[src/hw/rtl/spline_tangent_estimator_core_macros.svh]
// assertion helpers, clocked on clk and held off while arst_n is low
`ifndef SPLINE_TANGENT_ESTIMATOR_CORE_MACROS_SVH
`define SPLINE_TANGENT_ESTIMATOR_CORE_MACROS_SVH

`define STE_ASSERT_IMPLY(lbl, ante, cons, msg) \
	lbl: assert property (@(posedge clk) disable iff (!arst_n) (ante) |-> (cons)) \
		else $error(msg);

`define STE_ASSERT_NEXT(lbl, ante, cons, msg) \
	lbl: assert property (@(posedge clk) disable iff (!arst_n) (ante) |=> (cons)) \
		else $error(msg);

`endif

[src/hw/rtl/ste_pkg.sv]
package ste_pkg;

	localparam int CoordW    = 32;
	localparam int DiffW     = CoordW + 1;
	localparam int ScaleW    = 16;
	localparam int ScaleFrac = 8;
	localparam int IdxOutW   = 16;
	localparam int MaxPoints = 65536;
	localparam int CfgDataW  = 32;
	localparam int AddrW     = 3;

	localparam int SumW  = 2 * DiffW + 2;
	localparam int RootW = SumW / 2 + 2;
	localparam int MulAW = SumW;
	localparam int MulBW = RootW;
	localparam int ProdW = MulAW + ScaleW + 2;
	localparam int NumW  = ProdW;
	localparam int DenW  = RootW + ScaleFrac + 1;
	localparam int QW    = CoordW + 1;

	localparam logic [CoordW-1:0] TanMax = {1'b0, {(CoordW-1){1'b1}}};
	localparam logic [CoordW-1:0] TanMin = {1'b1, {(CoordW-1){1'b0}}};
	localparam logic [ScaleW-1:0] ScaleReset = ScaleW'(256);
	localparam logic [1:0] CompLast = 2'd2;

	localparam logic RegClosed = 1'b0;
	localparam logic RegScale  = 1'b1;

	typedef logic [2:0][CoordW-1:0] coord_vec_t;
	typedef logic [2:0][DiffW-1:0] diff_vec_t;

	typedef struct packed {
		logic signed [CoordW-1:0] pos_x;
		logic signed [CoordW-1:0] pos_y;
		logic signed [CoordW-1:0] pos_z;
		logic last_point;
	} pt_req_t;

	typedef struct packed {
		logic [IdxOutW-1:0] point_index;
		logic signed [CoordW-1:0] in_tan_x;
		logic signed [CoordW-1:0] in_tan_y;
		logic signed [CoordW-1:0] in_tan_z;
		logic signed [CoordW-1:0] out_tan_x;
		logic signed [CoordW-1:0] out_tan_y;
		logic signed [CoordW-1:0] out_tan_z;
		logic run_done;
	} tan_res_t;

	localparam int JobCount = 6;

	typedef enum logic [2:0] {
		JOB_INT,
		JOB_LONE,
		JOB_CW1,
		JOB_CW2,
		JOB_OPEN0,
		JOB_OPENE
	} job_t;

	typedef enum logic [2:0] {
		ST_IDLE,
		ST_PICK,
		ST_IN_GO,
		ST_IN_WAIT,
		ST_OUT_GO,
		ST_OUT_WAIT,
		ST_EMIT,
		ST_UPDATE
	} core_state_t;

	typedef enum logic [3:0] {
		TS_IDLE,
		TS_SQ_GO,
		TS_SQ_WAIT,
		TS_RT_GO,
		TS_RT_WAIT,
		TS_MA_GO,
		TS_MA_WAIT,
		TS_MS_GO,
		TS_MS_WAIT,
		TS_DV_GO,
		TS_DV_WAIT,
		TS_DONE
	} tan_state_t;

endpackage

[src/hw/rtl/ste_mul.sv]
module ste_mul (
	input  logic clk,
	input  logic arst_n,
	input  logic start,
	input  logic [ste_pkg::MulAW-1:0] a,
	input  logic [ste_pkg::MulBW-1:0] b,
	output logic done,
	output logic [ste_pkg::ProdW-1:0] prod
);
	import ste_pkg::*;

	localparam int CntW = $clog2(MulBW + 1);

	logic [MulAW-1:0] a_q;
	logic [MulBW-1:0] b_q;
	logic [ProdW-1:0] acc_q;
	logic [CntW-1:0] cnt_q;
	logic busy_q;
	logic done_q;

	always_ff @(posedge clk or negedge arst_n) begin
		if (!arst_n) begin
			cnt_q  <= '0;
			busy_q <= 1'b0;
			done_q <= 1'b0;
		end else if (start) begin
			cnt_q  <= CntW'(MulBW);
			busy_q <= 1'b1;
			done_q <= 1'b0;
		end else if (busy_q) begin
			cnt_q  <= cnt_q - 1'b1;
			busy_q <= (cnt_q != CntW'(1));
			done_q <= (cnt_q == CntW'(1));
		end else begin
			done_q <= 1'b0;
		end
	end

	// msb-first shift and add, one multiplier bit per cycle
	always_ff @(posedge clk) begin
		if (start) begin
			a_q   <= a;
			b_q   <= b;
			acc_q <= '0;
		end else if (busy_q) begin
			acc_q <= {acc_q[ProdW-2:0], 1'b0} + (b_q[MulBW-1] ? ProdW'(a_q) : '0);
			b_q   <= {b_q[MulBW-2:0], 1'b0};
		end
	end

	assign done = done_q;
	assign prod = acc_q;

endmodule

[src/hw/rtl/ste_sqrt.sv]
module ste_sqrt (
	input  logic clk,
	input  logic arst_n,
	input  logic start,
	input  logic [2*ste_pkg::RootW-1:0] s,
	output logic done,
	output logic [ste_pkg::RootW-1:0] root
);
	import ste_pkg::*;

	localparam int CntW = $clog2(RootW + 1);

	logic [2*RootW-1:0] s_q;
	logic [RootW+1:0] rem_q;
	logic [RootW-1:0] root_q;
	logic [CntW-1:0] cnt_q;
	logic busy_q;
	logic done_q;

	logic [RootW+1:0] r2;
	logic [RootW+1:0] trial;
	logic ge;

	// one root bit per cycle, two radicand bits shifted in
	assign r2    = {rem_q[RootW-1:0], s_q[2*RootW-1 -: 2]};
	assign trial = {root_q, 2'b01};
	assign ge    = (r2 >= trial);

	always_ff @(posedge clk or negedge arst_n) begin
		if (!arst_n) begin
			cnt_q  <= '0;
			busy_q <= 1'b0;
			done_q <= 1'b0;
		end else if (start) begin
			cnt_q  <= CntW'(RootW);
			busy_q <= 1'b1;
			done_q <= 1'b0;
		end else if (busy_q) begin
			cnt_q  <= cnt_q - 1'b1;
			busy_q <= (cnt_q != CntW'(1));
			done_q <= (cnt_q == CntW'(1));
		end else begin
			done_q <= 1'b0;
		end
	end

	always_ff @(posedge clk) begin
		if (start) begin
			s_q    <= s;
			rem_q  <= '0;
			root_q <= '0;
		end else if (busy_q) begin
			s_q    <= {s_q[2*RootW-3:0], 2'b00};
			rem_q  <= ge ? (r2 - trial) : r2;
			root_q <= {root_q[RootW-2:0], ge};
		end
	end

	assign done = done_q;
	assign root = root_q;

endmodule

[src/hw/rtl/ste_div.sv]
module ste_div (
	input  logic clk,
	input  logic arst_n,
	input  logic start,
	input  logic [ste_pkg::NumW-1:0] n,
	input  logic [ste_pkg::DenW-1:0] d,
	output logic done,
	output logic [ste_pkg::QW-1:0] q,
	output logic ovf
);
	import ste_pkg::*;

	localparam int CntW = $clog2(NumW + 1);

	logic [NumW-1:0] n_q;
	logic [DenW-1:0] d_q;
	logic [DenW-1:0] r_q;
	logic [QW-1:0] q_q;
	logic ovf_q;
	logic [CntW-1:0] cnt_q;
	logic busy_q;
	logic done_q;

	logic [DenW-1:0] r2;
	logic ge;

	// restoring division, one quotient bit per cycle
	assign r2 = {r_q[DenW-2:0], n_q[NumW-1]};
	assign ge = (r2 >= d_q);

	always_ff @(posedge clk or negedge arst_n) begin
		if (!arst_n) begin
			cnt_q  <= '0;
			busy_q <= 1'b0;
			done_q <= 1'b0;
		end else if (start) begin
			cnt_q  <= CntW'(NumW);
			busy_q <= 1'b1;
			done_q <= 1'b0;
		end else if (busy_q) begin
			cnt_q  <= cnt_q - 1'b1;
			busy_q <= (cnt_q != CntW'(1));
			done_q <= (cnt_q == CntW'(1));
		end else begin
			done_q <= 1'b0;
		end
	end

	always_ff @(posedge clk) begin
		if (start) begin
			n_q   <= n;
			d_q   <= d;
			r_q   <= '0;
			q_q   <= '0;
			ovf_q <= 1'b0;
		end else if (busy_q) begin
			n_q   <= {n_q[NumW-2:0], 1'b0};
			r_q   <= ge ? (r2 - d_q) : r2;
			q_q   <= {q_q[QW-2:0], ge};
			ovf_q <= ovf_q | q_q[QW-1];
		end
	end

	assign done = done_q;
	assign q    = q_q;
	assign ovf  = ovf_q;

endmodule

[src/hw/rtl/ste_tan.sv]
module ste_tan (
	input  logic clk,
	input  logic arst_n,
	input  logic start,
	input  ste_pkg::diff_vec_t dir,
	input  ste_pkg::diff_vec_t chord,
	input  logic [ste_pkg::ScaleW-1:0] scale,
	output logic done,
	output ste_pkg::coord_vec_t tan
);
	import ste_pkg::*;

	tan_state_t st_q, st_d;

	diff_vec_t dir_q;
	diff_vec_t chord_q;
	logic [ScaleW-1:0] scale_q;
	logic side_q;
	logic [1:0] comp_q;
	logic [SumW-1:0] sum_q;
	logic [RootW-1:0] ld_q;
	logic [RootW-1:0] lc_q;
	logic [MulAW-1:0] a_q;
	logic [NumW-1:0] num_q;
	coord_vec_t t_q;

	logic mul_start;
	logic [MulAW-1:0] mul_a;
	logic [MulBW-1:0] mul_b;
	logic mul_done;
	logic [ProdW-1:0] mul_p;
	logic sq_start;
	logic [2*RootW-1:0] sq_s;
	logic sq_done;
	logic [RootW-1:0] sq_root;
	logic dv_start;
	logic [NumW-1:0] dv_n;
	logic [DenW-1:0] dv_d;
	logic dv_done;
	logic [QW-1:0] dv_q;
	logic dv_ovf;
	logic [DiffW-1:0] sel_vec;

	function automatic logic [DiffW-1:0] mag(input logic [DiffW-1:0] v);
		return v[DiffW-1] ? (~v + 1'b1) : v;
	endfunction

	function automatic logic [CoordW-1:0] sat_tan(input logic [QW-1:0] qv, input logic of,
			input logic neg);
		if (neg) begin
			if (of || qv[QW-1] || (qv[QW-2] && (|qv[QW-3:0])))
				return TanMin;
			return ~qv[CoordW-1:0] + 1'b1;
		end
		if (of || qv[QW-1] || qv[QW-2])
			return TanMax;
		return qv[CoordW-1:0];
	endfunction

	ste_mul u_mul (
		.clk(clk), .arst_n(arst_n), .start(mul_start), .a(mul_a), .b(mul_b),
		.done(mul_done), .prod(mul_p)
	);

	ste_sqrt u_sqrt (
		.clk(clk), .arst_n(arst_n), .start(sq_start), .s(sq_s),
		.done(sq_done), .root(sq_root)
	);

	ste_div u_div (
		.clk(clk), .arst_n(arst_n), .start(dv_start), .n(dv_n), .d(dv_d),
		.done(dv_done), .q(dv_q), .ovf(dv_ovf)
	);

	assign sel_vec = side_q ? chord_q[comp_q] : dir_q[comp_q];

	always_comb begin
		st_d = st_q;
		unique case (st_q)
			TS_IDLE:    if (start) st_d = TS_SQ_GO;
			TS_SQ_GO:   st_d = TS_SQ_WAIT;
			TS_SQ_WAIT: if (mul_done) st_d = (comp_q == CompLast) ? TS_RT_GO : TS_SQ_GO;
			TS_RT_GO:   st_d = TS_RT_WAIT;
			TS_RT_WAIT: begin
				if (sq_done) begin
					if (side_q) st_d = TS_MA_GO;
					else if (sq_root == '0) st_d = TS_DONE;
					else st_d = TS_SQ_GO;
				end
			end
			TS_MA_GO:   st_d = TS_MA_WAIT;
			TS_MA_WAIT: if (mul_done) st_d = TS_MS_GO;
			TS_MS_GO:   st_d = TS_MS_WAIT;
			TS_MS_WAIT: if (mul_done) st_d = TS_DV_GO;
			TS_DV_GO:   st_d = TS_DV_WAIT;
			TS_DV_WAIT: if (dv_done) st_d = (comp_q == CompLast) ? TS_DONE : TS_MA_GO;
			TS_DONE:    st_d = TS_IDLE;
			default:    st_d = TS_IDLE;
		endcase
	end

	always_comb begin
		mul_start = 1'b0;
		mul_a     = '0;
		mul_b     = '0;
		unique case (st_q)
			TS_SQ_GO: begin
				mul_start = 1'b1;
				mul_a     = MulAW'(mag(sel_vec));
				mul_b     = MulBW'(mag(sel_vec));
			end
			TS_MA_GO: begin
				mul_start = 1'b1;
				mul_a     = MulAW'(mag(dir_q[comp_q]));
				mul_b     = lc_q;
			end
			TS_MS_GO: begin
				mul_start = 1'b1;
				mul_a     = a_q;
				mul_b     = MulBW'(scale_q);
			end
			default: ;
		endcase
		sq_start = (st_q == TS_RT_GO);
		sq_s     = (2*RootW)'(sum_q);
		dv_start = (st_q == TS_DV_GO);
		dv_n     = num_q;
		dv_d     = DenW'({ld_q, ScaleFrac'(0)});
		done     = (st_q == TS_DONE);
	end

	always_ff @(posedge clk or negedge arst_n) begin
		if (!arst_n) begin
			st_q   <= TS_IDLE;
			side_q <= 1'b0;
			comp_q <= '0;
		end else begin
			st_q <= st_d;
			if (st_q == TS_IDLE && start) begin
				side_q <= 1'b0;
				comp_q <= '0;
			end else if (st_q == TS_SQ_WAIT && mul_done) begin
				comp_q <= (comp_q == CompLast) ? 2'd0 : comp_q + 1'b1;
			end else if (st_q == TS_RT_WAIT && sq_done) begin
				side_q <= 1'b1;
				comp_q <= '0;
			end else if (st_q == TS_DV_WAIT && dv_done) begin
				comp_q <= (comp_q == CompLast) ? 2'd0 : comp_q + 1'b1;
			end
		end
	end

	always_ff @(posedge clk) begin
		if (st_q == TS_IDLE && start) begin
			dir_q   <= dir;
			chord_q <= chord;
			scale_q <= scale;
			sum_q   <= '0;
		end
		if (st_q == TS_SQ_WAIT && mul_done)
			sum_q <= sum_q + mul_p[SumW-1:0];
		if (st_q == TS_RT_WAIT && sq_done) begin
			sum_q <= '0;
			if (side_q) begin
				lc_q <= sq_root;
			end else begin
				ld_q <= sq_root;
				t_q  <= '0;
			end
		end
		if (st_q == TS_MA_WAIT && mul_done)
			a_q <= mul_p[MulAW-1:0];
		// add half the divisor for round to nearest
		if (st_q == TS_MS_WAIT && mul_done)
			num_q <= mul_p + NumW'({ld_q, (ScaleFrac-1)'(0)});
		if (st_q == TS_DV_WAIT && dv_done)
			t_q[comp_q] <= sat_tan(dv_q, dv_ovf, dir_q[comp_q][DiffW-1]);
	end

	assign tan = t_q;

endmodule

[src/hw/rtl/spline_tangent_estimator_core.sv]
// channel   direction  payload    handshake
// pt        in         pt_req_t   pt_valid / pt_stall
// res       out        tan_res_t  res_valid / res_stall
// cfg       in         apb        psel penable pwrite paddr pwdata prdata pready
//
// one request at a time; each result needs up to two tangents, each worked out
// by the shared bit-serial multiplier, square root and divider
// a request gives up to three results
// a tangent along a zero direction ends after the first square root
// arst_n clears control, config goes to open loop and scale 1.0
// res_stall holds a finished result; the next one waits behind it
`include "spline_tangent_estimator_core_macros.svh"

module spline_tangent_estimator_core #(
	parameter int MAX_POINTS = ste_pkg::MaxPoints
) (
	input  logic clk,
	input  logic arst_n,
	input  logic psel,
	input  logic penable,
	input  logic pwrite,
	input  logic [ste_pkg::AddrW-1:0] paddr,
	input  logic [ste_pkg::CfgDataW-1:0] pwdata,
	output logic [ste_pkg::CfgDataW-1:0] prdata,
	output logic pready,
	input  logic pt_valid,
	output logic pt_stall,
	input  ste_pkg::pt_req_t pt,
	output logic res_valid,
	input  logic res_stall,
	output ste_pkg::tan_res_t res
);
	import ste_pkg::*;

	localparam int IdxW = (MAX_POINTS > 2) ? $clog2(MAX_POINTS) : 1;
	localparam logic [IdxW-1:0] IdxLast = IdxW'(MAX_POINTS - 1);

	core_state_t state_q, state_d;

	logic closed_q;
	logic [ScaleW-1:0] scale_q;
	coord_vec_t cur_q, first_q, second_q, bh_q, held_q;
	logic cur_last_q;
	coord_vec_t vp_q, vq_q, vn_q;
	coord_vec_t tin_q, tout_q;
	logic [1:0] fill_q;
	logic [IdxW-1:0] idx_q;
	logic [JobCount-1:0] jobs_q, jobs_init;
	job_t job_sel, job_q;
	logic zin_q, zout_q;
	logic [IdxW-1:0] ridx_q;
	logic rdone_q;
	tan_res_t res_q;
	logic res_valid_q;

	coord_vec_t sel_p, sel_q, sel_n;
	logic sel_zin, sel_zout, sel_done;
	logic [IdxW-1:0] sel_idx, prev_idx;
	logic [IdxW+IdxOutW-1:0] ridx_ext;

	logic tan_start, tan_done;
	diff_vec_t tan_dir, tan_chord;
	coord_vec_t tan_t;
	logic slot_free, emit_go, cfg_wr;

	function automatic diff_vec_t vec_diff(input coord_vec_t a, input coord_vec_t b);
		diff_vec_t d;
		for (int c = 0; c < 3; c++)
			d[c] = {a[c][CoordW-1], a[c]} - {b[c][CoordW-1], b[c]};
		return d;
	endfunction

	// config registers
	assign cfg_wr = psel & penable & pwrite;
	assign pready = 1'b1;

	always_ff @(posedge clk or negedge arst_n) begin
		if (!arst_n) begin
			closed_q <= 1'b0;
			scale_q  <= ScaleReset;
		end else if (cfg_wr) begin
			unique case (paddr[2])
				RegClosed: closed_q <= pwdata[0];
				RegScale:  scale_q  <= pwdata[ScaleW-1:0];
				default: ;
			endcase
		end
	end

	always_comb begin
		prdata = '0;
		unique case (paddr[2])
			RegClosed: prdata = CfgDataW'(closed_q);
			RegScale:  prdata = CfgDataW'(scale_q);
			default: ;
		endcase
	end

	// results owed by the incoming point
	always_comb begin
		jobs_init = '0;
		jobs_init[JOB_INT] = fill_q[1];
		if (pt.last_point) begin
			if (fill_q == 2'd0) begin
				jobs_init[JOB_LONE] = 1'b1;
			end else if (closed_q) begin
				jobs_init[JOB_CW1] = 1'b1;
				jobs_init[JOB_CW2] = 1'b1;
			end else begin
				jobs_init[JOB_OPEN0] = (fill_q == 2'd1);
				jobs_init[JOB_OPENE] = 1'b1;
			end
		end else begin
			jobs_init[JOB_OPEN0] = (fill_q == 2'd1) && !closed_q;
		end
	end

	always_comb begin
		job_sel = JOB_INT;
		for (int i = JobCount - 1; i >= 0; i--)
			if (jobs_q[i]) job_sel = job_t'(i);
	end

	assign prev_idx = (idx_q == '0) ? IdxLast : idx_q - 1'b1;

	always_comb begin
		sel_p    = held_q;
		sel_q    = cur_q;
		sel_n    = cur_q;
		sel_zin  = 1'b0;
		sel_zout = 1'b0;
		sel_idx  = idx_q;
		sel_done = 1'b0;
		unique case (job_sel)
			JOB_INT: begin
				sel_p   = bh_q;
				sel_q   = held_q;
				sel_idx = prev_idx;
			end
			JOB_LONE: begin
				sel_zin  = 1'b1;
				sel_zout = 1'b1;
				sel_done = 1'b1;
			end
			JOB_CW1: begin
				sel_n = first_q;
			end
			JOB_CW2: begin
				sel_p    = cur_q;
				sel_q    = first_q;
				sel_n    = fill_q[1] ? second_q : cur_q;
				sel_idx  = '0;
				sel_done = 1'b1;
			end
			JOB_OPEN0: begin
				sel_p   = first_q;
				sel_q   = first_q;
				sel_zin = 1'b1;
				sel_idx = '0;
			end
			JOB_OPENE: begin
				sel_zout = 1'b1;
				sel_done = 1'b1;
			end
			default: ;
		endcase
	end

	assign tan_dir   = vec_diff(vn_q, vp_q);
	assign tan_chord = (state_q == ST_OUT_GO) ? vec_diff(vn_q, vq_q) : vec_diff(vq_q, vp_q);
	assign slot_free = !res_valid_q || !res_stall;

	always_comb begin
		state_d = state_q;
		unique case (state_q)
			ST_IDLE:     if (pt_valid) state_d = ST_PICK;
			ST_PICK:     state_d = (jobs_q == '0) ? ST_UPDATE : ST_IN_GO;
			ST_IN_GO:    state_d = zin_q ? ST_OUT_GO : ST_IN_WAIT;
			ST_IN_WAIT:  if (tan_done) state_d = ST_OUT_GO;
			ST_OUT_GO:   state_d = zout_q ? ST_EMIT : ST_OUT_WAIT;
			ST_OUT_WAIT: if (tan_done) state_d = ST_EMIT;
			ST_EMIT:     if (slot_free) state_d = ST_PICK;
			ST_UPDATE:   state_d = ST_IDLE;
			default:     state_d = ST_IDLE;
		endcase
	end

	always_comb begin
		pt_stall  = (state_q != ST_IDLE);
		tan_start = (state_q == ST_IN_GO && !zin_q) || (state_q == ST_OUT_GO && !zout_q);
		emit_go   = (state_q == ST_EMIT) && slot_free;
	end

	always_ff @(posedge clk or negedge arst_n) begin
		if (!arst_n) begin
			state_q     <= ST_IDLE;
			jobs_q      <= '0;
			fill_q      <= '0;
			idx_q       <= '0;
			res_valid_q <= 1'b0;
		end else begin
			state_q <= state_d;
			if (state_q == ST_IDLE && pt_valid)
				jobs_q <= jobs_init;
			else if (emit_go)
				jobs_q[job_q] <= 1'b0;
			if (state_q == ST_UPDATE) begin
				if (cur_last_q) begin
					fill_q <= '0;
					idx_q  <= '0;
				end else begin
					fill_q <= fill_q[1] ? fill_q : fill_q + 1'b1;
					idx_q  <= (idx_q == IdxLast) ? '0 : idx_q + 1'b1;
				end
			end
			if (emit_go)
				res_valid_q <= 1'b1;
			else if (!res_stall)
				res_valid_q <= 1'b0;
		end
	end

	always_ff @(posedge clk) begin
		if (state_q == ST_IDLE && pt_valid) begin
			cur_q[0]   <= pt.pos_x;
			cur_q[1]   <= pt.pos_y;
			cur_q[2]   <= pt.pos_z;
			cur_last_q <= pt.last_point;
		end
		if (state_q == ST_PICK) begin
			vp_q    <= sel_p;
			vq_q    <= sel_q;
			vn_q    <= sel_n;
			zin_q   <= sel_zin;
			zout_q  <= sel_zout;
			ridx_q  <= sel_idx;
			rdone_q <= sel_done;
			job_q   <= job_sel;
			tin_q   <= '0;
			tout_q  <= '0;
		end
		if (state_q == ST_IN_WAIT && tan_done)
			tin_q <= tan_t;
		if (state_q == ST_OUT_WAIT && tan_done)
			tout_q <= tan_t;
		if (state_q == ST_UPDATE && !cur_last_q) begin
			if (fill_q == 2'd0)
				first_q <= cur_q;
			if (fill_q == 2'd1)
				second_q <= cur_q;
			bh_q   <= held_q;
			held_q <= cur_q;
		end
		if (emit_go) begin
			res_q.point_index <= ridx_ext[IdxOutW-1:0];
			res_q.in_tan_x    <= tin_q[0];
			res_q.in_tan_y    <= tin_q[1];
			res_q.in_tan_z    <= tin_q[2];
			res_q.out_tan_x   <= tout_q[0];
			res_q.out_tan_y   <= tout_q[1];
			res_q.out_tan_z   <= tout_q[2];
			res_q.run_done    <= rdone_q;
		end
	end

	assign ridx_ext  = {IdxOutW'(0), ridx_q};
	assign res_valid = res_valid_q;
	assign res       = res_q;

	ste_tan u_tan (
		.clk(clk), .arst_n(arst_n), .start(tan_start), .dir(tan_dir), .chord(tan_chord),
		.scale(scale_q), .done(tan_done), .tan(tan_t)
	);

	`STE_ASSERT_NEXT(a_emit_hold, state_q == ST_EMIT && res_valid_q && res_stall, state_q == ST_EMIT, "result overwritten while stalled")
	`STE_ASSERT_IMPLY(a_update_clear, state_q == ST_UPDATE, jobs_q == '0, "point state updated with results owed")
	`STE_ASSERT_IMPLY(a_tan_wait, tan_done, state_q == ST_IN_WAIT || state_q == ST_OUT_WAIT, "tangent finished outside a wait")

endmodule

[config.mk]
export PLATFORM = sky130hd
export DESIGN_NAME = spline_tangent_estimator_core
export DESIGN_NICKNAME = d
export VERILOG_FILES = /design/src/hw/rtl/ste_pkg.sv /design/src/hw/rtl/ste_mul.sv /design/src/hw/rtl/ste_sqrt.sv /design/src/hw/rtl/ste_div.sv /design/src/hw/rtl/ste_tan.sv /design/src/hw/rtl/spline_tangent_estimator_core.sv
export VERILOG_INCLUDE_DIRS = /design/src /design/src/hw/rtl
export SDC_FILE = /design/constraint.sdc
export NUM_CORES = 2
export LEC_CHECK = 0
export BUFFER_PORTS_ARGS = -buffer_cell sky130_fd_sc_hd__buf_2
export CORE_MARGIN = 2
export CORE_UTILIZATION = 41
export DETAILED_ROUTE_END_ITERATION = 10
export SLEW_MARGIN = 25
export SYNTH_ARGS = -nofsm -noshare
export SYNTH_HDL_FRONTEND = slang
export SYNTH_SLANG_ARGS = --single-unit
[constraint.sdc]
create_clock -name clk -period 25.2 [get_ports clk]
set_input_delay 2.52 -clock clk [delete_from_list [all_inputs] [get_ports clk]]
set_output_delay 2.52 -clock clk [all_outputs]
set_load 0.02 [all_outputs]
; ---- Word-level counts from Yosys, hierarchy flattened
; Cells that the tools add are included.
[totals]
reg_bits = 2407
inputBits = 139
out_inout_bits = 244
elab_cells = 361
[op_classes]
reduce_logical = 61
addsub = 24
n_eq_ne = 45
bitwise_logic = 10
n_mux = 124
order_cmp = 6
[ops]
columns = op, count
row1 = 2-to-1 mux 96 bit, 7
row2 = case mux 96 bit (2 select lines), 2
row3 = 2-to-1 mux 68 bit, 5
row4 = subtractor 32 x 32 -> 33 bit, 9
row5 = case mux 96 bit (3 select lines), 1
row6 = 2-to-1 mux 32 bit, 8
row7 = case mux 68 bit (3 select lines), 1
row8 = 2-to-1 mux 86 bit, 2
row9 = 2-to-1 mux 33 bit, 5
row10 = binary-select mux 33 bit (select 2 bit), 2
row11 = 2-to-1 mux 36 bit, 3
row12 = case mux 36 bit (3 select lines), 1
row13 = 2-to-1 mux 99 bit, 1
row14 = bitwise mux 96 bit, 1
row15 = adder 86 x 43 -> 86 bit, 1
row16 = adder 86 x 68 -> 86 bit, 1
row17 = adder 68 bit, 1
row18 = adder 33 x 1 -> 33 bit (second input constant), 2
row19 = inverter 33 bit, 2
row20 = demux 32 bit (select 2 bit), 1
row21 = case mux 32 bit (2 select lines), 1
row22 = 2-to-1 mux 16 bit, 3
row23 = >= comparator 45 x 44 -> 1 bit, 1
row24 = 2-to-1 mux 44 bit, 1
row25 = 63 further kinds, 208

; ---- Depth between registers and ports, before layout
[depth]
word_depth = 14
mapped_depth = 17
mapped_depth_nobuf = 14

; ---- Hierarchy
; Synthesis repeated with hierarchy kept, for this count alone.
[unflattened]
cells_unflattened = 11002
area_unflattened_um2 = 123731.2
[modules_own_cells]
columns = module, seq_area_each_um2, cells_each, n_inst, area_per_inst_um2
row1 = spline_tangent_estimator_core, 36921.7, 5025, 1, 60814.6
row2 = ste_tan, 16671.0, 2839, 1, 31082.3
row3 = ste_mul, 5044.8, 1239, 1, 11835.1
row4 = ste_div, 5720.5, 1087, 1, 11526.1
row5 = ste_sqrt, 3803.6, 812, 1, 8473.1

; ---- Least setup slack after synthesis
; Ideal clock, no wire load.
[synth_path]
path_type = input-to-reg
startpoint = input res_stall
endpoint = register jobs_q[2]
setup_ns = 0.137
path_buffers = 0
required_time_ns = 25.063
path_stages = 5
slack_ns = 5.923
t_arrival_ns = 19.140
path_cell_list = nand2_1 -> nor3b_1 -> nand3b_1 -> o211ai_1 -> nand2_1
[synth_via]
elab_chain_cells = 4
[synth_rtl]
columns = item, line_no
row1 = start: declaration, spline_tangent_estimator_core.sv:30  ; input logic res_stall,
row2 = logical NOT 1 bit, --
row3 = logical OR 1 bit, spline_tangent_estimator_core.sv:171  ; assign slot_free = !res_valid_q || !res_stall;
row4 = logical AND 1 bit, spline_tangent_estimator_core.sv:191  ; emit_go = (state_q == ST_EMIT) && slot_free;
row5 = named net emit_go, spline_tangent_estimator_core.sv:64  ; logic slot_free, emit_go, cfg_wr;
row6 = nonzero test 2 bit (no line), --
row7 = end signal: assignment, spline_tangent_estimator_core.sv:204  ; jobs_q <= jobs_init;
row8 = end: declaration, spline_tangent_estimator_core.sv:48  ; logic [JobCount-1:0] jobs_q, jobs_init;
; The timed path passes the listed nets, and every way through them passes these cells.
; A chain may end at the register's enable or synchronous reset.

; ---- Final worst setup path
[layout_path]
startpoint = input paddr[2] (netlist name)
endpoint = output prdata[0] (netlist name)
[layout_via]
elab_chain_cells = 2
[layout_rtl]
columns = item, line_no
row1 = start: declaration, spline_tangent_estimator_core.sv:22  ; input logic [ste_pkg::AddrW-1:0] paddr,
row2 = inverter 1 bit (no line), --
row3 = case mux 32 bit (2 select lines) *, spline_tangent_estimator_core.sv:92  ; unique case (paddr[2])
row4 = end: declaration, spline_tangent_estimator_core.sv:24  ; output logic [ste_pkg::CfgDataW-1:0] prdata,
; Mark *: on every way between the ends. The rest lies on a longest branch, timed or not. The select of a mux whose other input is x is not followed.

==> flow_summary.yaml <==
yosys:
  synth-seq-cells: 2407
  synth_area_sq_um: 121000
  synthTopCellsByArea: "edfxtp_1 (48%), dfxtp_1 (6.7%), ha_1 (5.6%)"
  synth_top_area_frac: 0.480
  syn_inst: 11100
  synth-main-ff-cell: "edfxtp_1"
  async_flop_share: 0.0320
  synth_top_cell_by_area: "edfxtp_1"
  syn_avg_cell_area_sq_um: 10.9
  synth_edf_count: 1926
  ys_seq_area_frac: 0.563
  yosys_warnings: 0
  synthDistinctLibCells: 99
worst_setup_path:
  r2r-end: "u_tan.u_mul.prod[85]"
  crit_path_max_incr_delay_ns: 0.36
  worstPathArrival_ns: 3.26
  crit_path_end_kind: "output pin"
  path_class: "input pin to output pin"
  crit_top_cell: "buf_2"
  start_kind: "input pin"
  r2r-start: "u_tan.u_mul.b_q[35]"
  crit_path_max_fanout: 18
  cp_top_family: "buffers and inverters"
  cp_data_required_time_ns: 22.68
  critPathSlowestCell: "mux2_2"
  rr_worst_depth: 15
  worstPathBufferInverterCount: 2
  path_cells: "buf_2, mux2_2, buf_2"
  r2r_setup_slack_ns: 19.79
min_path:
  min_from: "ridx_q[3]"
  whs_endpoint: "res[196]"
  min_path_type: "flip-flop to flip-flop"
  min_delay_path_depth: 0
cells_and_area:
  layout_commonest_cell: "edfxtp_1"
  multi_input_area_sq_um: 49100
  drive_above_1_share: 0.0866
  finalNetCount: 12000
  layout_common_cells: "edfxtp_1 (1926), nand2_1 (1374), a21oi_1 (804), nor2_1 (715), o21ai_0 (661)"
  fill_cells: 27000
  largest_register_ffs: 209
  final_design_area_no_fill_sq_um: 135000
  final_cells: 15400
  seqCellArea_sq_um: 67900
  syn2layout_area_growth_pct: 12.2
placement:
  place_inst: 14900
  gp_congestion: 0.956
  io_buffer_count: 347
  dpl-instance-area_sq_um: 126000
  dp_hpwl_microns: 238000
clocking:
  cts_tree: "built"
  cts-resized-gates: 0
  cts_sinks: 2407
  clock-root-buffer: "clkbuf_16"
  cts_buffers: 270
  cts_setup_buffers: 0
  clock_path_buffers: 4
  clk_pin_slew_ns: 0.06
  insertion_delay_ns: 0.91
  cts-htree-levels: 5
  holdBufCountCts: 0
floorplanning:
  initial_core_util: 0.411
  io_pins: 383
  std_cell_rows: 199
  die_area_sq_um: 298000
  core_sq_um: 293000
  die_w_microns: 546
  fp.dieH_microns: 546
sta:
  fin_crit_sh: 0.229
  slew_headroom: 0.182
  grt_setup_unrepaired: "false"
  maxSlewViolCount: 0
  setup_viol: 0
  max_freq_mhz: 173
  clock_skew_ns: 0.0953
  finalCriticalPeriod_ns: 5.78
  tightest_slew_ns: 1.21
  tns_ns: 0
  hold_viol_final: 0
power:
  cellPowerDensity_nw_per_um2: 135
  irDropWorstVdd_mv: 0.131
  leakage_nw: 52.4
grt:
  antenna_found_initial: 12
  grt_pass1_wl_microns: 508000
  grt-ovfl-total: 0
  grt_start_max_net_pins: 147
  track_usage: 0.218
  grt_pass1_vias: 83500
detailed_routing:
  vias_per_cell: 5.56
  num_vias: 85700
  post-route-drc-count: 0
  wl_per_cell_microns: 21.8
  drt.antenna.violating_nets: 0
  drt-total-wl_microns: 335000
  drt_first_pass_iters: 6
  drt_iter0_drc: 7227
flow_run:
  cap_violations: 0
outcome:
  status: "complete, no violations"
-- through the flow --
step / power (mW) / setup WS (ns) / hold slack [ns] / util
finish: 18.3 / 19.42 / 0.407 / 0.461
global route: 19.5 / 19.36 / 0.422 / 0.461
CTS: 18.4 / 19.42 / 0.401 / 0.461
detailed placement: 14.4 / 19.42 / 0.405 / 0.430
global placement: 14.2 / 19.45 / 0.403 / 0.430
floorplan: 12.0 / 5.92 / 0.400 / -
-- synth_stat cells (86+ instances only) --
cell	count
nand3_1	178
nor2b_1	87
o21ai_0	662
nand2b_1	109
a22oi_1	189
inv_1	461
o22ai_1	141
mux2i_1	237
a22o_1	108
a21o_1	302
ha_1	544
nand2_1	1377
clkbuf_1	460
nor3_1	126
and2_1	348
edfxtp_1	1926
dfxtp_1	404
nor2_1	728
a21oi_1	805
and3_1	86
xor2_1	214
xnor2_1	352
nand4_1	89
-- routing by layer --
metal / share of wire / GRT usage / vias to the layer above
met5: 0.000092 / 0 / -
met2: 0.47 / 0.359 / 2590
met1: 0.44 / 0.289 / 41500
met4: 0.044 / 0.0895 / 4
met3: 0.053 / 0.0279 / 591
li1: - / - / 41000
-- report_power, final --
part	internal (mW)	total, mW	switching (mW)
Sequential	5.71	6.44	0.725
Combinational	2.88	7.92	5.05
Clock	2.34	3.97	1.62
-- cell type report --
cell class | instances | area share
flip-flops and latches | 2407 | 0.502
multi-input cells | 7663 | 0.363
clock buffers | 354 | 0.0549
well taps | 3919 | 0.0362
repair buffers | 453 | 0.0197
inverters | 463 | 0.0130
clock inverters | 134 | 0.0113
diodes | 3 | 0.0000555
-- logic make-up after synthesis --
kind of cell / count (synthesis) / synth area share
AND/OR/NAND/NOR: 3343 / 0.128
AO/OA/AOI/OAI: 2918 / 0.155
flip-flops: 2407 / 0.563
buffers and inverters: 1005 / 0.0323
XOR/XNOR: 566 / 0.0411
adder cells (fa/ha/maj): 557 / 0.0586
multiplexers: 262 / 0.0223
other: 2 / 0.0000623
-- worst max path at each step --
stage               startpoint   endpoint  slack, ns  cells after the start
finish                paddr[2]  prdata[0]      19.42                      3
global route          paddr[2]  prdata[0]      19.36                      3
CTS                   paddr[2]  prdata[0]      19.42                      3
detailed placement    paddr[2]  prdata[0]      19.42                      3
global placement      paddr[2]  prdata[0]      19.45                      3
floorplan            res_stall  jobs_q[2]       5.92                      5
Note: power is estimated with default switching activity, not from simulation.
